$ cat src/lcam_pkg.sv
`timescale 1ns / 1ps

package lcam_pkg;

  // Window and field sizes
  localparam int WINDOW    = 5;
  localparam int IDX_W     = (WINDOW > 1) ? $clog2(WINDOW) : 1;
  localparam int CNT_W     = $clog2(WINDOW + 1);
  localparam int SAMPLE_W  = 24;
  localparam int SUM_W     = SAMPLE_W + $clog2(WINDOW + 1);
  localparam int STREAK_W  = 32;
  localparam int PERIOD_W  = 8;

  // Shared divider: dividend width and step counter
  localparam int DIV_W     = 32;
  localparam int STEP_W    = $clog2(DIV_W);

  localparam logic [PERIOD_W-1:0] PERIOD_RESET = PERIOD_W'(5);

endpackage

$ cat src/lcam_poll_if.sv
`timescale 1ns / 1ps

interface lcam_poll_if;
  logic                                   valid;
  logic                                   ready;
  logic                                   sample_ok;
  logic signed [lcam_pkg::SAMPLE_W-1:0]   sample;

  modport source (output valid, sample_ok, sample, input ready);
  modport sink   (input valid, sample_ok, sample, output ready);
endinterface

$ cat src/lcam_result_if.sv
`timescale 1ns / 1ps

interface lcam_result_if;
  logic                                   valid;
  logic                                   ready;
  logic                                   average_valid;
  logic signed [lcam_pkg::SAMPLE_W-1:0]   average;
  logic        [lcam_pkg::STREAK_W-1:0]   miss_streak;
  logic                                   timeout_event;

  modport source (output valid, average_valid, average, miss_streak, timeout_event,
                  input ready);
  modport sink   (input valid, average_valid, average, miss_streak, timeout_event,
                  output ready);
endinterface

$ cat src/load_cell_average_and_miss_streak.sv
`timescale 1ns / 1ps

// Channel  Dir  Handshake      Payload
// poll     in   valid/ready    sample_ok, sample[23:0]
// result   out  valid/ready    average_valid, average[23:0], miss_streak[31:0],
//                              timeout_event
// cfg      in   cfg_write_en   cfg_write_data[7:0] (miss_event_period)
//
// One request at a time. A good poll passes through accept, sum, prep, divide
// and finish: the window is summed one entry a cycle, then a 32-step restoring
// divider forms the mean. A missed poll goes straight to the same divider,
// which yields streak mod period, and then to finish.
// rst clears ring pointers, fill count, streak, period (to 5) and handshakes.
// A finished result sits in the output register; the next poll is accepted
// while it waits, and the final step stalls only if it is still untaken.

module load_cell_average_and_miss_streak (
  input  logic                             clk,
  input  logic                             rst,
  lcam_poll_if.sink                        poll,
  lcam_result_if.source                    result,
  input  logic                             cfg_write_en,
  input  logic [lcam_pkg::PERIOD_W-1:0]    cfg_write_data
);

  // Sequencer codes
  localparam logic [2:0] ST_IDLE = 3'd0;
  localparam logic [2:0] ST_SUM  = 3'd1;
  localparam logic [2:0] ST_PREP = 3'd2;
  localparam logic [2:0] ST_DIV  = 3'd3;
  localparam logic [2:0] ST_FIN  = 3'd4;

  logic [2:0]                              state;

  // Block state
  logic signed [lcam_pkg::SAMPLE_W-1:0]    window_store [lcam_pkg::WINDOW];
  logic [lcam_pkg::IDX_W-1:0]              write_slot;
  logic [lcam_pkg::CNT_W-1:0]              filled_count;
  logic [lcam_pkg::STREAK_W-1:0]           missed_polls;
  logic [lcam_pkg::PERIOD_W-1:0]           miss_event_period;

  // Working registers
  logic                                    good_poll;
  logic [lcam_pkg::CNT_W-1:0]              sum_idx;
  logic signed [lcam_pkg::SUM_W-1:0]       acc;
  logic                                    neg;
  logic [lcam_pkg::DIV_W-1:0]              quo;
  logic [lcam_pkg::PERIOD_W-1:0]           rem;
  logic [lcam_pkg::PERIOD_W-1:0]           divisor;
  logic [lcam_pkg::STEP_W-1:0]             step;

  logic                                    accept;
  logic                                    out_free;
  logic                                    sum_last;
  logic [lcam_pkg::SUM_W-1:0]              acc_mag;
  logic [lcam_pkg::PERIOD_W:0]             shifted;
  logic [lcam_pkg::PERIOD_W:0]             diff;
  logic                                    fits;
  logic [lcam_pkg::SAMPLE_W-1:0]           quo_low;
  logic signed [lcam_pkg::SAMPLE_W-1:0]    avg;
  logic                                    ev;

  assign poll.ready = (state == ST_IDLE);
  assign accept     = poll.valid && poll.ready;
  assign out_free   = !result.valid || result.ready;
  assign sum_last   = (sum_idx == filled_count - lcam_pkg::CNT_W'(1));

  // Magnitude of the window sum for the unsigned divider
  assign acc_mag = acc[lcam_pkg::SUM_W-1] ? lcam_pkg::SUM_W'(-acc) : lcam_pkg::SUM_W'(acc);

  // Shared restoring divide step: one quotient bit per cycle
  assign shifted = {rem, quo[lcam_pkg::DIV_W-1]};
  assign diff    = shifted - {1'b0, divisor};
  assign fits    = (shifted >= {1'b0, divisor});

  // Result forming
  assign quo_low = quo[lcam_pkg::SAMPLE_W-1:0];
  assign avg     = neg ? -quo_low : quo_low;
  assign ev      = (miss_event_period != '0) && (missed_polls != '0) && (rem == '0);

  // Configuration register
  always_ff @(posedge clk) begin
    if (rst) begin
      miss_event_period <= lcam_pkg::PERIOD_RESET;
    end else if (cfg_write_en) begin
      miss_event_period <= cfg_write_data;
    end
  end

  // Ring store, no reset: only written entries are ever summed
  always_ff @(posedge clk) begin
    if (accept && poll.sample_ok) begin
      window_store[write_slot] <= poll.sample;
    end
  end

  // Sequencer and control state
  always_ff @(posedge clk) begin
    if (rst) begin
      state        <= ST_IDLE;
      write_slot   <= '0;
      filled_count <= '0;
      missed_polls <= '0;
      result.valid <= 1'b0;
    end else begin
      if (result.valid && result.ready && !(state == ST_FIN && out_free)) begin
        result.valid <= 1'b0;
      end
      unique case (state)
        ST_IDLE: begin
          if (accept) begin
            if (poll.sample_ok) begin
              missed_polls <= '0;
              write_slot   <= (write_slot == lcam_pkg::IDX_W'(lcam_pkg::WINDOW - 1))
                              ? '0 : write_slot + lcam_pkg::IDX_W'(1);
              if (filled_count != lcam_pkg::CNT_W'(lcam_pkg::WINDOW)) begin
                filled_count <= filled_count + lcam_pkg::CNT_W'(1);
              end
              state <= ST_SUM;
            end else begin
              missed_polls <= missed_polls + lcam_pkg::STREAK_W'(1);
              state        <= ST_DIV;
            end
          end
        end
        ST_SUM: begin
          if (sum_last) begin
            state <= ST_PREP;
          end
        end
        ST_PREP: begin
          state <= ST_DIV;
        end
        ST_DIV: begin
          if (step == lcam_pkg::STEP_W'(lcam_pkg::DIV_W - 1)) begin
            state <= ST_FIN;
          end
        end
        ST_FIN: begin
          if (out_free) begin
            result.valid <= 1'b1;
            state        <= ST_IDLE;
          end
        end
        default: begin
          state <= ST_IDLE;
        end
      endcase
    end
  end

  // Datapath registers
  always_ff @(posedge clk) begin
    unique case (state)
      ST_IDLE: begin
        if (accept) begin
          good_poll <= poll.sample_ok;
          sum_idx   <= '0;
          acc       <= '0;
          rem       <= '0;
          step      <= '0;
          // a miss divides the new streak by the period
          quo       <= missed_polls + lcam_pkg::STREAK_W'(1);
          divisor   <= miss_event_period;
        end
      end
      ST_SUM: begin
        acc     <= acc + lcam_pkg::SUM_W'(window_store[sum_idx[lcam_pkg::IDX_W-1:0]]);
        sum_idx <= sum_idx + lcam_pkg::CNT_W'(1);
      end
      ST_PREP: begin
        neg     <= acc[lcam_pkg::SUM_W-1];
        quo     <= lcam_pkg::DIV_W'(acc_mag);
        divisor <= lcam_pkg::PERIOD_W'(filled_count);
        rem     <= '0;
        step    <= '0;
      end
      ST_DIV: begin
        rem  <= fits ? diff[lcam_pkg::PERIOD_W-1:0] : shifted[lcam_pkg::PERIOD_W-1:0];
        quo  <= {quo[lcam_pkg::DIV_W-2:0], fits};
        step <= step + lcam_pkg::STEP_W'(1);
      end
      ST_FIN: begin
        if (out_free) begin
          result.average_valid <= good_poll;
          result.average       <= good_poll ? avg : '0;
          result.miss_streak   <= good_poll ? '0 : missed_polls;
          result.timeout_event <= good_poll ? 1'b0 : ev;
        end
      end
      default: begin
      end
    endcase
  end

endmodule
$ cat src/flat_wrapper.sv
// flat-port wrapper written by rule: the top's interface ports become plain ports
module load_cell_average_and_miss_streak_flat 
  (clk, rst, cfg_write_en, cfg_write_data, poll_valid, poll_sample_ok, poll_sample, poll_ready, result_valid, result_average_valid, result_average, result_miss_streak, result_timeout_event, result_ready);
  lcam_poll_if poll_i ();
  lcam_result_if result_i ();
  input  logic clk;
  input  logic rst;
  input  logic cfg_write_en;
  input  logic [lcam_pkg::PERIOD_W-1:0] cfg_write_data;
  input wire logic [$bits(poll_i.valid)-1:0] poll_valid;
  input wire logic [$bits(poll_i.sample_ok)-1:0] poll_sample_ok;
  input wire logic [$bits(poll_i.sample)-1:0] poll_sample;
  output wire logic [$bits(poll_i.ready)-1:0] poll_ready;
  output wire logic [$bits(result_i.valid)-1:0] result_valid;
  output wire logic [$bits(result_i.average_valid)-1:0] result_average_valid;
  output wire logic [$bits(result_i.average)-1:0] result_average;
  output wire logic [$bits(result_i.miss_streak)-1:0] result_miss_streak;
  output wire logic [$bits(result_i.timeout_event)-1:0] result_timeout_event;
  input wire logic [$bits(result_i.ready)-1:0] result_ready;
  assign poll_i.valid = poll_valid;
  assign poll_i.sample_ok = poll_sample_ok;
  assign poll_i.sample = poll_sample;
  assign poll_ready = poll_i.ready;
  assign result_valid = result_i.valid;
  assign result_average_valid = result_i.average_valid;
  assign result_average = result_i.average;
  assign result_miss_streak = result_i.miss_streak;
  assign result_timeout_event = result_i.timeout_event;
  assign result_i.ready = result_ready;
  load_cell_average_and_miss_streak u_core (.clk(clk), .rst(rst), .poll(poll_i), .result(result_i), .cfg_write_en(cfg_write_en), .cfg_write_data(cfg_write_data));
endmodule
$ cat config.mk
export PLATFORM = sky130hd
export DESIGN_NAME = load_cell_average_and_miss_streak_flat
export DESIGN_NICKNAME = d
export VERILOG_FILES = /design/src/lcam_pkg.sv /design/src/lcam_poll_if.sv /design/src/lcam_result_if.sv /design/src/load_cell_average_and_miss_streak.sv /design/src/flat_wrapper.sv
export SDC_FILE = /design/constraint.sdc
export NUM_CORES = 1
export LEC_CHECK = 0
export BUFFER_PORTS_ARGS = -buffer_cell sky130_fd_sc_hd__buf_2
export CAP_MARGIN = 20
export CELL_PAD_IN_SITES_DETAIL_PLACEMENT = 0
export CELL_PAD_IN_SITES_GLOBAL_PLACEMENT = 1
export CORE_MARGIN = 4
export CORE_UTILIZATION = 54
export CTS_CLUSTER_DIAMETER = 30
export DETAILED_ROUTE_END_ITERATION = 7
export PLACE_DENSITY_LB_ADDON = 0.1
export SLEW_MARGIN = 20
export SYNTH_ARGS = -nofsm -noshare
export SYNTH_HDL_FRONTEND = slang
export SYNTH_SLANG_ARGS = --single-unit
$ cat constraint.sdc
create_clock -name clk -period 6.65 [get_ports clk]
set_clock_uncertainty 0.1 [all_clocks]
set_input_delay 0.3325 -clock clk [delete_from_list [all_inputs] [get_ports clk]]
set_output_delay 0.3325 -clock clk [all_outputs]
set_load 0.01 [all_outputs]
==> results of run 1 <==
sequential cells by signal (all words and copies together) (netlist names), 3 cells and up, named ones only:
name and cells:
u_core.filled_count 3, u_core.state 3, u_core.divisor 8, u_core.miss_event_period 8, u_core.result.average 24, u_core.acc 27, u_core.write_slot 3, u_core.sum_idx 3
u_core.result.miss_streak 32, u_core.window_store 120, u_core.quo 32, u_core.step 5, u_core.rem 8, u_core.missed_polls 32
cell usage after synthesis, drive strengths merged (6+ instances only):
cell type	number	area, µm²
nor4	20	146
o31ai	19	148
o21ai	82	410
nand3b	6	45.0
or3	34	213
a21o	12	90.1
clkbuf	73	274
xor2	36	315
and2	31	194
nor2b	43	269
nand2	85	319
nand4	24	156
inv	38	143
xnor2	55	482
mux4	24	541
ha	46	576
o21a	11	82.6
a21oi	88	440
o41ai	12	143
a31oi	9	56.3
dfxtp	53	1060
buf	13	61.3
a211oi	17	128
nor2	100	375
nor3	45	225
edfxtp	263	7900
mux2	25	282
and3	12	75.1
a22oi	8	60.1
nand3	22	110
nand2b	10	62.6
mux2i	26	260
or4	6	56.3
how the worst min path moves through the flow:
| stage | from | endpoint | slack, ns | cells past startpoint |
|---|---|---|---|---|
| 6_report | result_ready | u_core.result.valid$_SDFF_PP0_ | 0.06 | 3 |
| 2_1_floorplan | u_core.acc[26]$_SDFFCE_PN0P_ | u_core.neg$_DFFE_PP_ | 0.32 | 0 |
| 3_5_place_dp | u_core.miss_event_period[4]$_SDFFE_PP0P_ | u_core.miss_event_period[4]$_SDFFE_PP0P_ | 0.41 | 2 |
| 4_1_cts | result_ready | u_core.result.valid$_SDFF_PP0_ | 0.05 | 3 |
| 5_1_grt | result_ready | u_core.result.valid$_SDFF_PP0_ | 0.09 | 3 |
| 3_3_place_gp | u_core.miss_event_period[5]$_SDFFE_PP0P_ | u_core.miss_event_period[5]$_SDFFE_PP0P_ | 0.41 | 2 |
logic make-up (layout without fill, tap and decap cells):
| family | after synthesis | in the layout | synth area share, % |
|---|---|---|---|
| XOR/XNOR | 91 | 91 | 4.90 |
| AO/OA/AOI/OAI | 300 | 300 | 11.8 |
| multiplexers | 75 | 75 | 6.66 |
| adder cells (fa/ha/maj) | 48 | 48 | 3.79 |
| AND/OR/NAND/NOR | 457 | 457 | 14.7 |
| buffers and inverters | 126 | 312 | 2.99 |
| flip-flops | 316 | 316 | 55.1 |
routing by layer:
| layer | part of all wire [%] | up-vias |
|---|---|---|
| li1 | - | 5604 |
| met1 | 43 | 5515 |
| met2 | 49 | 305 |
| met3 | 5.3 | 54 |
| met4 | 2.1 | 0 |
| met5 | 0 | - |
critical path: cells and delay by family (launching register included):
family | cells | cell delay [ns]
fa+ha+maj | 1 | 0.27
buf+inv | 2 | 0.48
mux | 2 | 0.78
compound gates | 5 | 1.29
flops | 1 | 0.97
simple gates | 1 | 0.26
area by class of cell:
cell class / count / area (µm²)
inverters: 40 / 150
clock buffers: 76 / 1760
flip-flops and latches: 316 / 8960
clock inverters: 48 / 533
repair buffers: 148 / 948
fillers: 2289 / 9940
multi-input cells: 971 / 6850
well taps: 390 / 488
power by group:
part,leakage (nW),switching (mW),internal (mW)
Combinational,3.18,1.73,1.26
Sequential,2.98,0.339,2.48
Clock,1.11,1.08,2.24
Total,7.27,3.15,5.98
==> metrics.log, run 1 <==
INFO  metric final_design_area_no_fill = 19700 µm²
INFO  metric n_antenna_cell = 0
INFO  metric cts_hold_buffers = 32
INFO  metric ys_dominant_reg_cell = sky130_fd_sc_hd__edfxtp_1
INFO  metric clock_root_buffer = sky130_fd_sc_hd__clkbuf_16
INFO  metric dieArea = 32900 µm²
INFO  metric rsz0062_at_grt = no
INFO  metric fp.dieW = between 150 and 200 µm
INFO  metric data_required_time_of_the_worst_path = around 6.9 ns
INFO  metric netlist_instances = 1413
INFO  metric ys_seq_elements = roughly 320
INFO  metric core_area = roughly 30000 µm²
INFO  metric viasPerCell = between 5 and 6
INFO  metric drt_first_pass_iters = 5
INFO  metric power.density_cell_area = approximately 460 nW/µm²
INFO  metric global_route.usage.total = between 20 and 25%
INFO  metric place_worst_setup_slack = roughly 2.3 ns
INFO  metric post-dp-hpwl = around 26000 µm
INFO  metric leakagePower = 7.27 nW
INFO  metric timing.setup.tns = 0 ns
INFO  metric synth_enable_flop_cells = ~260
INFO  metric layout-drive-gt1-share = a little under a fifth
INFO  metric design.final.nets = approximately 1600
INFO  metric irDropWorstVdd = roughly 0.36 mV
INFO  metric cts-htree-levels = 3
INFO  metric drt.antenna.violating_nets = 0
INFO  metric setup-violations-final = 0
INFO  metric crit_slowest_cell = sky130_fd_sc_hd__dfxtp_1
INFO  metric maxSlewViolCount = 0
INFO  metric ctsLongestPathBuffers = 3
INFO  metric cp_data_arrival_time = 4.59 ns
INFO  metric crit_type = reg2reg
INFO  metric area_growth = 21.1%
INFO  metric maxCapViolCount = 0
INFO  metric cts.sinks = approximately 320
INFO  metric cts_tree = yes
INFO  metric use_met1 = a little under a third
INFO  metric grt_antenna_before_repair = 0
INFO  metric ys_types = 70
INFO  metric worstSetupEndpoint = u_core.acc[23]$_SDFFCE_PN0P_
INFO  metric wl_per_cell = between 15 and 20 µm
INFO  metric place_congestion = between 0.9 and 1
INFO  metric gr-total-overflow = 0
INFO  metric grt_start_max_net_pins = 59
INFO  metric die-height = approximately 180 µm
INFO  metric synthesis.area = between 15000 and 20000 µm²
INFO  metric final-hold-violation-count = 0
INFO  metric timing.critical_path.mode_cell = sky130_fd_sc_hd__a21oi_1
INFO  metric setup.worst_path.end_class = register
INFO  metric drc_errors = 0
INFO  metric critical_path.cell_chain = buf_4, mux4_2, mux2i_1, inv_1, ha_1, a21oi_1, nand4b_1, a211o_1, a2111o_1, a31o_2, a21oi_1
INFO  metric finalPower = 9.13 mW
INFO  metric cts.clk_slew.worst_paths = ~0.05 ns
INFO  metric grt_first_pass_wirelength = about 60000 µm
INFO  metric cts.repair_timing.setup_buffer_count = 0
INFO  metric count_of_yosys_warnings_during_synthesis = 0
INFO  metric clk_latency = 0.55 ns
INFO  metric postSynth.asyncResetShare = 0%
INFO  metric cp_max_fo = 14
INFO  metric instances_no_fill = approximately 2000
INFO  metric vias = roughly 11000
INFO  metric worst_hold_margin = about 0.064 ns
INFO  metric port_buffer_count = 97
INFO  metric slowest_delay = 0.97 ns
INFO  metric post-route-worst-setup-slack = 2.33 ns
INFO  metric outcome = finished, final reports clean
INFO  metric initial_core_util = between 50% and 60%
INFO  metric placed_area = 17100 µm²
INFO  metric count_of_instances_resized_after_the_clock_tree_is_built = 0
INFO  metric rrSetupSlack = roughly 2.3 ns
INFO  metric floorplan.io_pins = a little under 100
INFO  metric mostFrequentLayoutCell = sky130_fd_sc_hd__edfxtp_1
INFO  metric mappedNetlistNets = approximately 1500
INFO  metric relSlewSlack = approximately 27%
INFO  metric fin_crit_sh = around two thirds
INFO  metric period_minus_slack = roughly 4.3 ns
INFO  metric utilization = between 60% and 70%
INFO  metric cts_inserted_buffers = 68
INFO  metric start_kind = register
INFO  metric worstHoldPathType = in2reg
INFO  metric max_freq = 232 MHz
INFO  metric share_of_the_yosys_chip_area_belonging_to_registers = around 55%
INFO  metric totalWireLength = about 38000 µm
INFO  metric mostFrequentLayoutCells = 263 x sky130_fd_sc_hd__edfxtp_1, 99 x sky130_fd_sc_hd__nor2_1, 97 x sky130_fd_sc_hd__buf_2, 88 x sky130_fd_sc_hd__a21oi_1, 85 x sky130_fd_sc_hd__nand2_1
INFO  metric worst_pin_slew = between 1 and 1.5 ns
INFO  metric grt.met2_usage = around 39%
INFO  metric dpl.cell_count = 1833
INFO  metric violation_count_after_the_first_detailed_route_iteration = 830
INFO  metric rr_endpoint = u_core.acc[23]$_SDFFCE_PN0P_
INFO  metric synth_area_per_cell = 11.5 µm²
INFO  metric gr-usage-met3 = 4.29%
INFO  metric grt-busiest-layer = met2
INFO  metric rr_worst_depth = 11
INFO  metric first_global_vias = between 10000 and 15000
INFO  metric fp-row-count = 63
Power figures use the tool's default switching activity.
==> run 2, diff against run 1 <==
--- a/config.mk
+++ b/config.mk
@@ -10,7 +10,7 @@
 export CELL_PAD_IN_SITES_DETAIL_PLACEMENT = 0
 export CELL_PAD_IN_SITES_GLOBAL_PLACEMENT = 1
 export CORE_MARGIN = 4
-export CORE_UTILIZATION = 54
+export CORE_UTILIZATION = 45
 export CTS_CLUSTER_DIAMETER = 30
 export DETAILED_ROUTE_END_ITERATION = 7
 export PLACE_DENSITY_LB_ADDON = 0.1
==> constraint.sdc (replaced) <==
create_clock -name clk -period 3.75 [get_ports clk]
set_clock_uncertainty 0.1 [all_clocks]
set_input_delay 0.1875 -clock clk [delete_from_list [all_inputs] [get_ports clk]]
set_output_delay 0.1875 -clock clk [all_outputs]
set_load 0.01 [all_outputs]
==> metrics.log, run 2 (same netlist as run 1, synthesis figures left out) <==
INFO  metric maxSlewViolCount = 0
INFO  metric maxCapViolCount = 0
INFO  metric cts_tree = yes
INFO  metric grt_start_max_net_pins = 59
INFO  metric setup-violations-final = 0
INFO  metric initial_core_util = about 46%
INFO  metric area_growth = 24.6%
INFO  metric dpl.cell_count = 1923
INFO  metric period_minus_slack = between 3 and 4 ns
INFO  metric timing.hold.worst_endpoint = u_core.filled_count[2]$_SDFFE_PP0P_
INFO  metric rr_worst_depth = 10
INFO  metric largest_register_ffs = 120
INFO  metric layout-drive-gt1-share = between 20% and 30%
INFO  metric design.final.nets = ~1700
INFO  metric irDropWorstVdd = between 0.6 and 0.7 mV
INFO  metric max_freq = 284 MHz
INFO  metric relSlewSlack = a little under 30%
INFO  metric worst_pin_slew = between 1 and 1.5 ns
INFO  metric clock_root_buffer = sky130_fd_sc_hd__clkbuf_16
INFO  metric drc_errors = 0
INFO  metric worstHoldPathType = in2reg
INFO  metric rsz0062_at_grt = no
INFO  metric rr_endpoint = u_core.acc[20]$_SDFFCE_PN0P_
INFO  metric cts-htree-levels = 3
INFO  metric drt.antenna.violating_nets = 0
INFO  metric leakagePower = about 7.5 nW
INFO  metric power.density_cell_area = 832 nW/µm²
INFO  metric ctsLongestPathBuffers = 3
INFO  metric port_buffer_count = 97
INFO  metric fp-row-count = 69
INFO  metric place_worst_setup_slack = ~0.13 ns
INFO  metric die-height = slightly below 200 µm
INFO  metric crit_type = reg2reg
INFO  metric viasPerCell = roughly 5.6
INFO  metric cts_inserted_buffers = 74
INFO  metric grt_antenna_before_repair = 0
INFO  metric clk_latency = 0.57 ns
INFO  metric dieArea = 39200 µm²
INFO  metric mostFrequentLayoutCell = sky130_fd_sc_hd__edfxtp_1
INFO  metric global_route.usage.total = 21.2%
INFO  metric final_design_area_no_fill = 20300 µm²
INFO  metric crit_slowest_cell = sky130_fd_sc_hd__mux4_2
INFO  metric start_kind = register
INFO  metric n_antenna_cell = 0
INFO  metric fin_crit_sh = between 90 and 100%
INFO  metric floorplan.io_pins = slightly below 100
INFO  metric wl_per_cell = ~20 µm
INFO  metric totalWireLength = 41200 µm
INFO  metric data_required_time_of_the_worst_path = a little over 4 ns
INFO  metric slowest_delay = 0.51 ns
INFO  metric rrSetupSlack = 0.22 ns
INFO  metric finalPower = 16.9 mW
INFO  metric place_congestion = approximately 0.9
INFO  metric outcome = finished, final reports clean
INFO  metric final.fill_count = 3008
INFO  metric placed_area = 17400 µm²
INFO  metric cts.sinks = around 320
INFO  metric cts.clk_slew.worst_paths = 0.05 ns
INFO  metric post-dp-hpwl = ~28000 µm
INFO  metric cp_max_fo = 19
INFO  metric grt_first_pass_wirelength = between 60000 and 70000 µm
INFO  metric drt_first_pass_iters = 5
INFO  metric registers.top_by_ff_count = u_core.window_store
INFO  metric utilization = a little under three fifths
INFO  metric min_path_cells = 3
INFO  metric first_global_vias = between 10000 and 15000
INFO  metric core_area = about 36000 µm²
INFO  metric gr-total-overflow = 0
INFO  metric final-hold-violation-count = 0
INFO  metric critical_path.cell_chain = buf_12, mux4_2, mux2_2, ha_1, a21o_1, or3_1, o21ai_2, o211ai_1, a41oi_1, mux2i_1
INFO  metric vias = about 12000
INFO  metric setup.worst_path.end_class = register
INFO  metric mostFrequentLayoutCells = 263 x sky130_fd_sc_hd__edfxtp_1, 99 x sky130_fd_sc_hd__nor2_1, 97 x sky130_fd_sc_hd__buf_2, 88 x sky130_fd_sc_hd__a21oi_1, 85 x sky130_fd_sc_hd__nand2_1
INFO  metric instances_no_fill = 2100
INFO  metric fp.dieW = 198 µm
INFO  metric cts.repair_timing.setup_buffer_count = 0
INFO  metric violation_count_after_the_first_detailed_route_iteration = 664
INFO  metric post-route-worst-setup-slack = about 0.22 ns
INFO  metric worst_hold_startpoint = poll_sample_ok
INFO  metric cp_data_arrival_time = 3.83 ns
## run 2: changes by cell type in the layout (fill, tap and decap cells not counted), sizes merged
| cell | delta |
|---|---|
| buf | +20 |
| dlygate4sd3 | +11 |
| clkbuf | +10 |
| bufinv | -3 |
| clkinv | -3 |
| inv | +3 |
| clkinvlp | +2 |
## run 2: timing repair
action	4_1_cts	5_1_grt
endpoints found under the hold margin	131	14
resized for setup	0	5
endpoints found under the setup margin	0	6
hold buffers	42	1
## run 2: area by class of cell
class / count / area [µm²] / area share, %
Inverter: 40 / 150 / 0.741
Timing Repair Buffer: 179 / 1260 / 6.21
Sequential cell: 316 / 8960 / 44.2
Tap cell: 461 / 577 / 2.85
Multi-Input combinational cell: 971 / 6880 / 33.9
Clock inverter: 47 / 475 / 2.35
Clock buffer: 86 / 1970 / 9.72
## run 2: critical path, delay by kind of cell, from the launching register on
| kind | cells | cell delay [ns] |
|---|---|---|
| fa+ha+maj | 1 | 0.37 |
| simple gates | 1 | 0.32 |
| flops | 1 | 0.35 |
| mux | 3 | 1.01 |
| buf+inv | 1 | 0.21 |
| compound gates | 4 | 1.00 |
## run 2: how the worst max path moves through the flow
| stage | end | start | slack (ns) |
|---|---|---|---|
| 5_1_grt | u_core.acc[20]$_SDFFCE_PN0P_ | register | 0.02 |
| 3_5_place_dp | u_core.acc[20]$_SDFFCE_PN0P_ | register | 0.13 |
| 2_1_floorplan | u_core.window_store[0][0]$_DFFE_PP_ | u_core.state[0]$_SDFFE_PP0P_ | -0.59 |
| 3_3_place_gp | u_core.acc[20]$_SDFFCE_PN0P_ | register | 0.20 |
| 6_report | u_core.acc[20]$_SDFFCE_PN0P_ | register | 0.22 |
| 4_1_cts | u_core.acc[20]$_SDFFCE_PN0P_ | register | 0.12 |
## run 2: metal layers
metal / global-route usage, % / vias up / wire length, µm / part of all wire, %
met4: 6.76 / 0 / 867 / 2.1
met2: 34.6 / 279 / 19800 / 48
met5: 0 / - / 0 / 0
met3: 4.05 / 58 / 1960 / 4.7
li1: - / 5686 / - / -
met1: 28.8 / 5660 / 18600 / 45
## run 2: per-stage QoR
stage / TNS (ns) / hold WS, ns
CTS: 0 / 0.00784
floorplan: -56.46 / 0.186
detailed placement: 0 / 0.306
global placement: 0 / 0.302
finish: 0 / 0.0303
global route: 0 / 0.0679
## run 2: power breakdown
part / total (mW) / internal, mW / switching (mW)
Clock: 6.20 / 4.14 / 2.06
Sequential: 4.97 / 4.41 / 0.567
Combinational: 5.68 / 2.47 / 3.21
Total: 16.9 / 11.0 / 5.84
==> run 3, diff against run 2 <==
--- a/config.mk
+++ b/config.mk
@@ -5,14 +5,14 @@
 export SDC_FILE = /design/constraint.sdc
 export NUM_CORES = 1
 export LEC_CHECK = 0
-export BUFFER_PORTS_ARGS = -buffer_cell sky130_fd_sc_hd__buf_2
 export CAP_MARGIN = 20
 export CELL_PAD_IN_SITES_DETAIL_PLACEMENT = 0
 export CELL_PAD_IN_SITES_GLOBAL_PLACEMENT = 1
 export CORE_MARGIN = 4
-export CORE_UTILIZATION = 45
+export CORE_UTILIZATION = 47
 export CTS_CLUSTER_DIAMETER = 30
 export DETAILED_ROUTE_END_ITERATION = 7
+export DONT_BUFFER_PORTS = 1
 export PLACE_DENSITY_LB_ADDON = 0.1
 export SLEW_MARGIN = 20
 export SYNTH_ARGS = -nofsm -noshare
==> metrics.log, run 3 (same netlist as run 1, synthesis figures left out) <==
INFO  metric mostFrequentLayoutCells = 263 x sky130_fd_sc_hd__edfxtp_1, 99 x sky130_fd_sc_hd__nor2_1, 88 x sky130_fd_sc_hd__a21oi_1, 85 x sky130_fd_sc_hd__nand2_1, 80 x sky130_fd_sc_hd__o21ai_0
INFO  metric first_global_vias = ~11000
INFO  metric port_buffer_count = 0
INFO  metric drc_errors = 0
INFO  metric rrSetupSlack = roughly 0.17 ns
INFO  metric data_required_time_of_the_worst_path = about 3.9 ns
INFO  metric dieArea = 37600 µm²
INFO  metric relSlewSlack = between 20% and 30%
INFO  metric grt_antenna_before_repair = 0
INFO  metric share_seq_of_total_power = slightly below 30%
INFO  metric cts.sinks = approximately 320
INFO  metric grt_start_max_net_pins = 59
INFO  metric cts_tree = yes
INFO  metric irDropWorstVdd = between 0.5 and 0.6 mV
INFO  metric rsz0062_at_grt = yes
INFO  metric utilization = around three fifths
INFO  metric n_antenna_cell = 0
INFO  metric start_kind = register
INFO  metric post-route-worst-setup-slack = approximately 0.17 ns
INFO  metric place_worst_setup_slack = approximately 0.055 ns
INFO  metric fp.dieW = about 190 µm
INFO  metric fin_crit_sh = approximately 95%
INFO  metric pwr-share-clk = between 30% and 40%
INFO  metric floorplan.io_pins = 98
INFO  metric outcome = finished, final reports clean
INFO  metric place_congestion = between 0.8 and 0.9
INFO  metric combPwrFrac = approximately 33%
INFO  metric leakagePower = 7.09 nW
INFO  metric mostFrequentLayoutCell = sky130_fd_sc_hd__edfxtp_1
INFO  metric maxCapViolCount = 0
INFO  metric core_area = 33900 µm²
INFO  metric global_route.usage.total = a little over a fifth
INFO  metric swShare = approximately a third
INFO  metric die-height = just under 200 µm
INFO  metric rr_worst_depth = 10
INFO  metric worstHoldPathType = in2reg
INFO  metric fp-row-count = 67
INFO  metric design.final.nets = between 1500 and 2000
INFO  metric worst_pin_slew = 1.09 ns
INFO  metric crit_type = reg2reg
INFO  metric cp_max_fo = 21
INFO  metric internal-power = roughly 11 mW
INFO  metric final.fill_count = roughly 2800
INFO  metric clock_root_buffer = sky130_fd_sc_hd__clkbuf_16
INFO  metric violation_count_after_the_first_detailed_route_iteration = between 800 and 900
INFO  metric layout-drive-gt1-share = 14.4%
INFO  metric worstSetupEndpoint = u_core.acc[16]$_SDFFCE_PN0P_
INFO  metric setup-violations-final = 0
INFO  metric power.density_cell_area = around 850 nW/µm²
INFO  metric viasPerCell = 5.70
INFO  metric grt_first_pass_wirelength = around 64000 µm
INFO  metric cts-htree-levels = 3
INFO  metric cp_data_arrival_time = roughly 3.7 ns
INFO  metric clk_latency = between 0.5 and 0.6 ns
INFO  metric drt.antenna.violating_nets = 0
INFO  metric drt_first_pass_iters = 5
INFO  metric wl_per_cell = around 20 µm
INFO  metric initial_core_util = around half
INFO  metric final-hold-violation-count = 0
INFO  metric largest_register_ffs = between 100 and 150
INFO  metric p_switching = 5.63 mW
INFO  metric rr_endpoint = u_core.acc[16]$_SDFFCE_PN0P_
INFO  metric ctsLongestPathBuffers = 3
INFO  metric totalWireLength = about 40000 µm
INFO  metric area_growth = 21.9%
INFO  metric gr-total-overflow = 0
INFO  metric vias = roughly 11000
INFO  metric setup.worst_path.end_class = register
INFO  metric maxSlewViolCount = 0
INFO  metric period_minus_slack = 3.58 ns
INFO  metric registers.top_by_ff_count = u_core.window_store
INFO  metric cts.clk_slew.worst_paths = ~0.050 ns
INFO  metric post-dp-hpwl = 26800 µm
INFO  metric max_freq = ~280 MHz
INFO  metric cts_inserted_buffers = 73
## run 3: final cells by class
type	instances	area (µm²)	share of cell area (%)
repair buffers	77	776	3.91
clock inverters	43	458	2.31
well taps	448	561	2.83
inverters	40	150	0.758
flip-flops and latches	316	8960	45.2
clock buffers	90	2040	10.3
multi-input cells	971	6880	34.7
## run 3: worst min path at each step
stage / startpoint / to / cells after the start
floorplan: poll_sample_ok / u_core.good_poll$_DFFE_PP_ / 0
global placement: rst / u_core.missed_polls[10]$_SDFFE_PP0P_ / 1
detailed placement: rst / u_core.missed_polls[10]$_SDFFE_PP0P_ / 1
CTS: poll_valid / u_core.missed_polls[1]$_SDFFE_PP0P_ / 4
global route: poll_valid / u_core.missed_polls[1]$_SDFFE_PP0P_ / 4
finish: poll_valid / u_core.missed_polls[1]$_SDFFE_PP0P_ / 4
## run 3: per-stage QoR
step           setup TNS (ns)  cell area (µm²)  hold WS, ns  power, mW  instances
2_1_floorplan          -56.46            16300        0.186       8.92       1413
3_3_place_gp                0            16800        0.165       10.4       1804
3_5_place_dp                0            16800        0.166       10.4       1804
4_1_cts                     0            19800      0.00442       16.9       1985
5_1_grt              -0.00825            19800       0.0687       17.8       1985
6_report                    0            19800       0.0424       16.8       1985
## run 3: power by group through the flow
stage / clock [mW] / sequential [mW] / combinational (mW)
after floorplan: 0 / 4.74 / 4.18
after global placement: 0 / 5.01 / 5.38
after detailed placement: 0 / 5.02 / 5.40
after CTS: 6.44 / 4.96 / 5.51
after global routing: 6.64 / 5.02 / 6.17
final: 6.34 / 4.96 / 5.54
## run 3: worst max-delay path, stage by stage, from the launching register on
cell and delay [ns]:
sky130_fd_sc_hd__dfxtp_1 0.35, sky130_fd_sc_hd__buf_12 0.21, sky130_fd_sc_hd__mux4_2 0.51, sky130_fd_sc_hd__mux2_2 0.27, sky130_fd_sc_hd__ha_1 0.37, sky130_fd_sc_hd__a21o_1 0.21, sky130_fd_sc_hd__or3_1 0.32, sky130_fd_sc_hd__o21ai_2 0.25
sky130_fd_sc_hd__nor3_1 0.09, sky130_fd_sc_hd__a2111oi_0 0.50, sky130_fd_sc_hd__nor3_1 0.08
## run 3: metal layers
layer | global-route usage, % | up-vias | part of all wire, %
met5 | 0 | - | 0
met2 | 33.6 | 308 | 48
met4 | 7.58 | 0 | 2.5
met1 | 28.7 | 5458 | 45
li1 | - | 5486 | -
met3 | 4.17 | 63 | 5.1
## run 3: timing repair
| item | CTS | global route |
|---|---|---|
| hold endpoints to repair | 171 | 0 |
| hold buffers | 48 | 0 |
| setup endpoints to repair | 0 | 6 |
| resized for setup | 0 | 4 |
| buffers inserted | 0 | 0 |
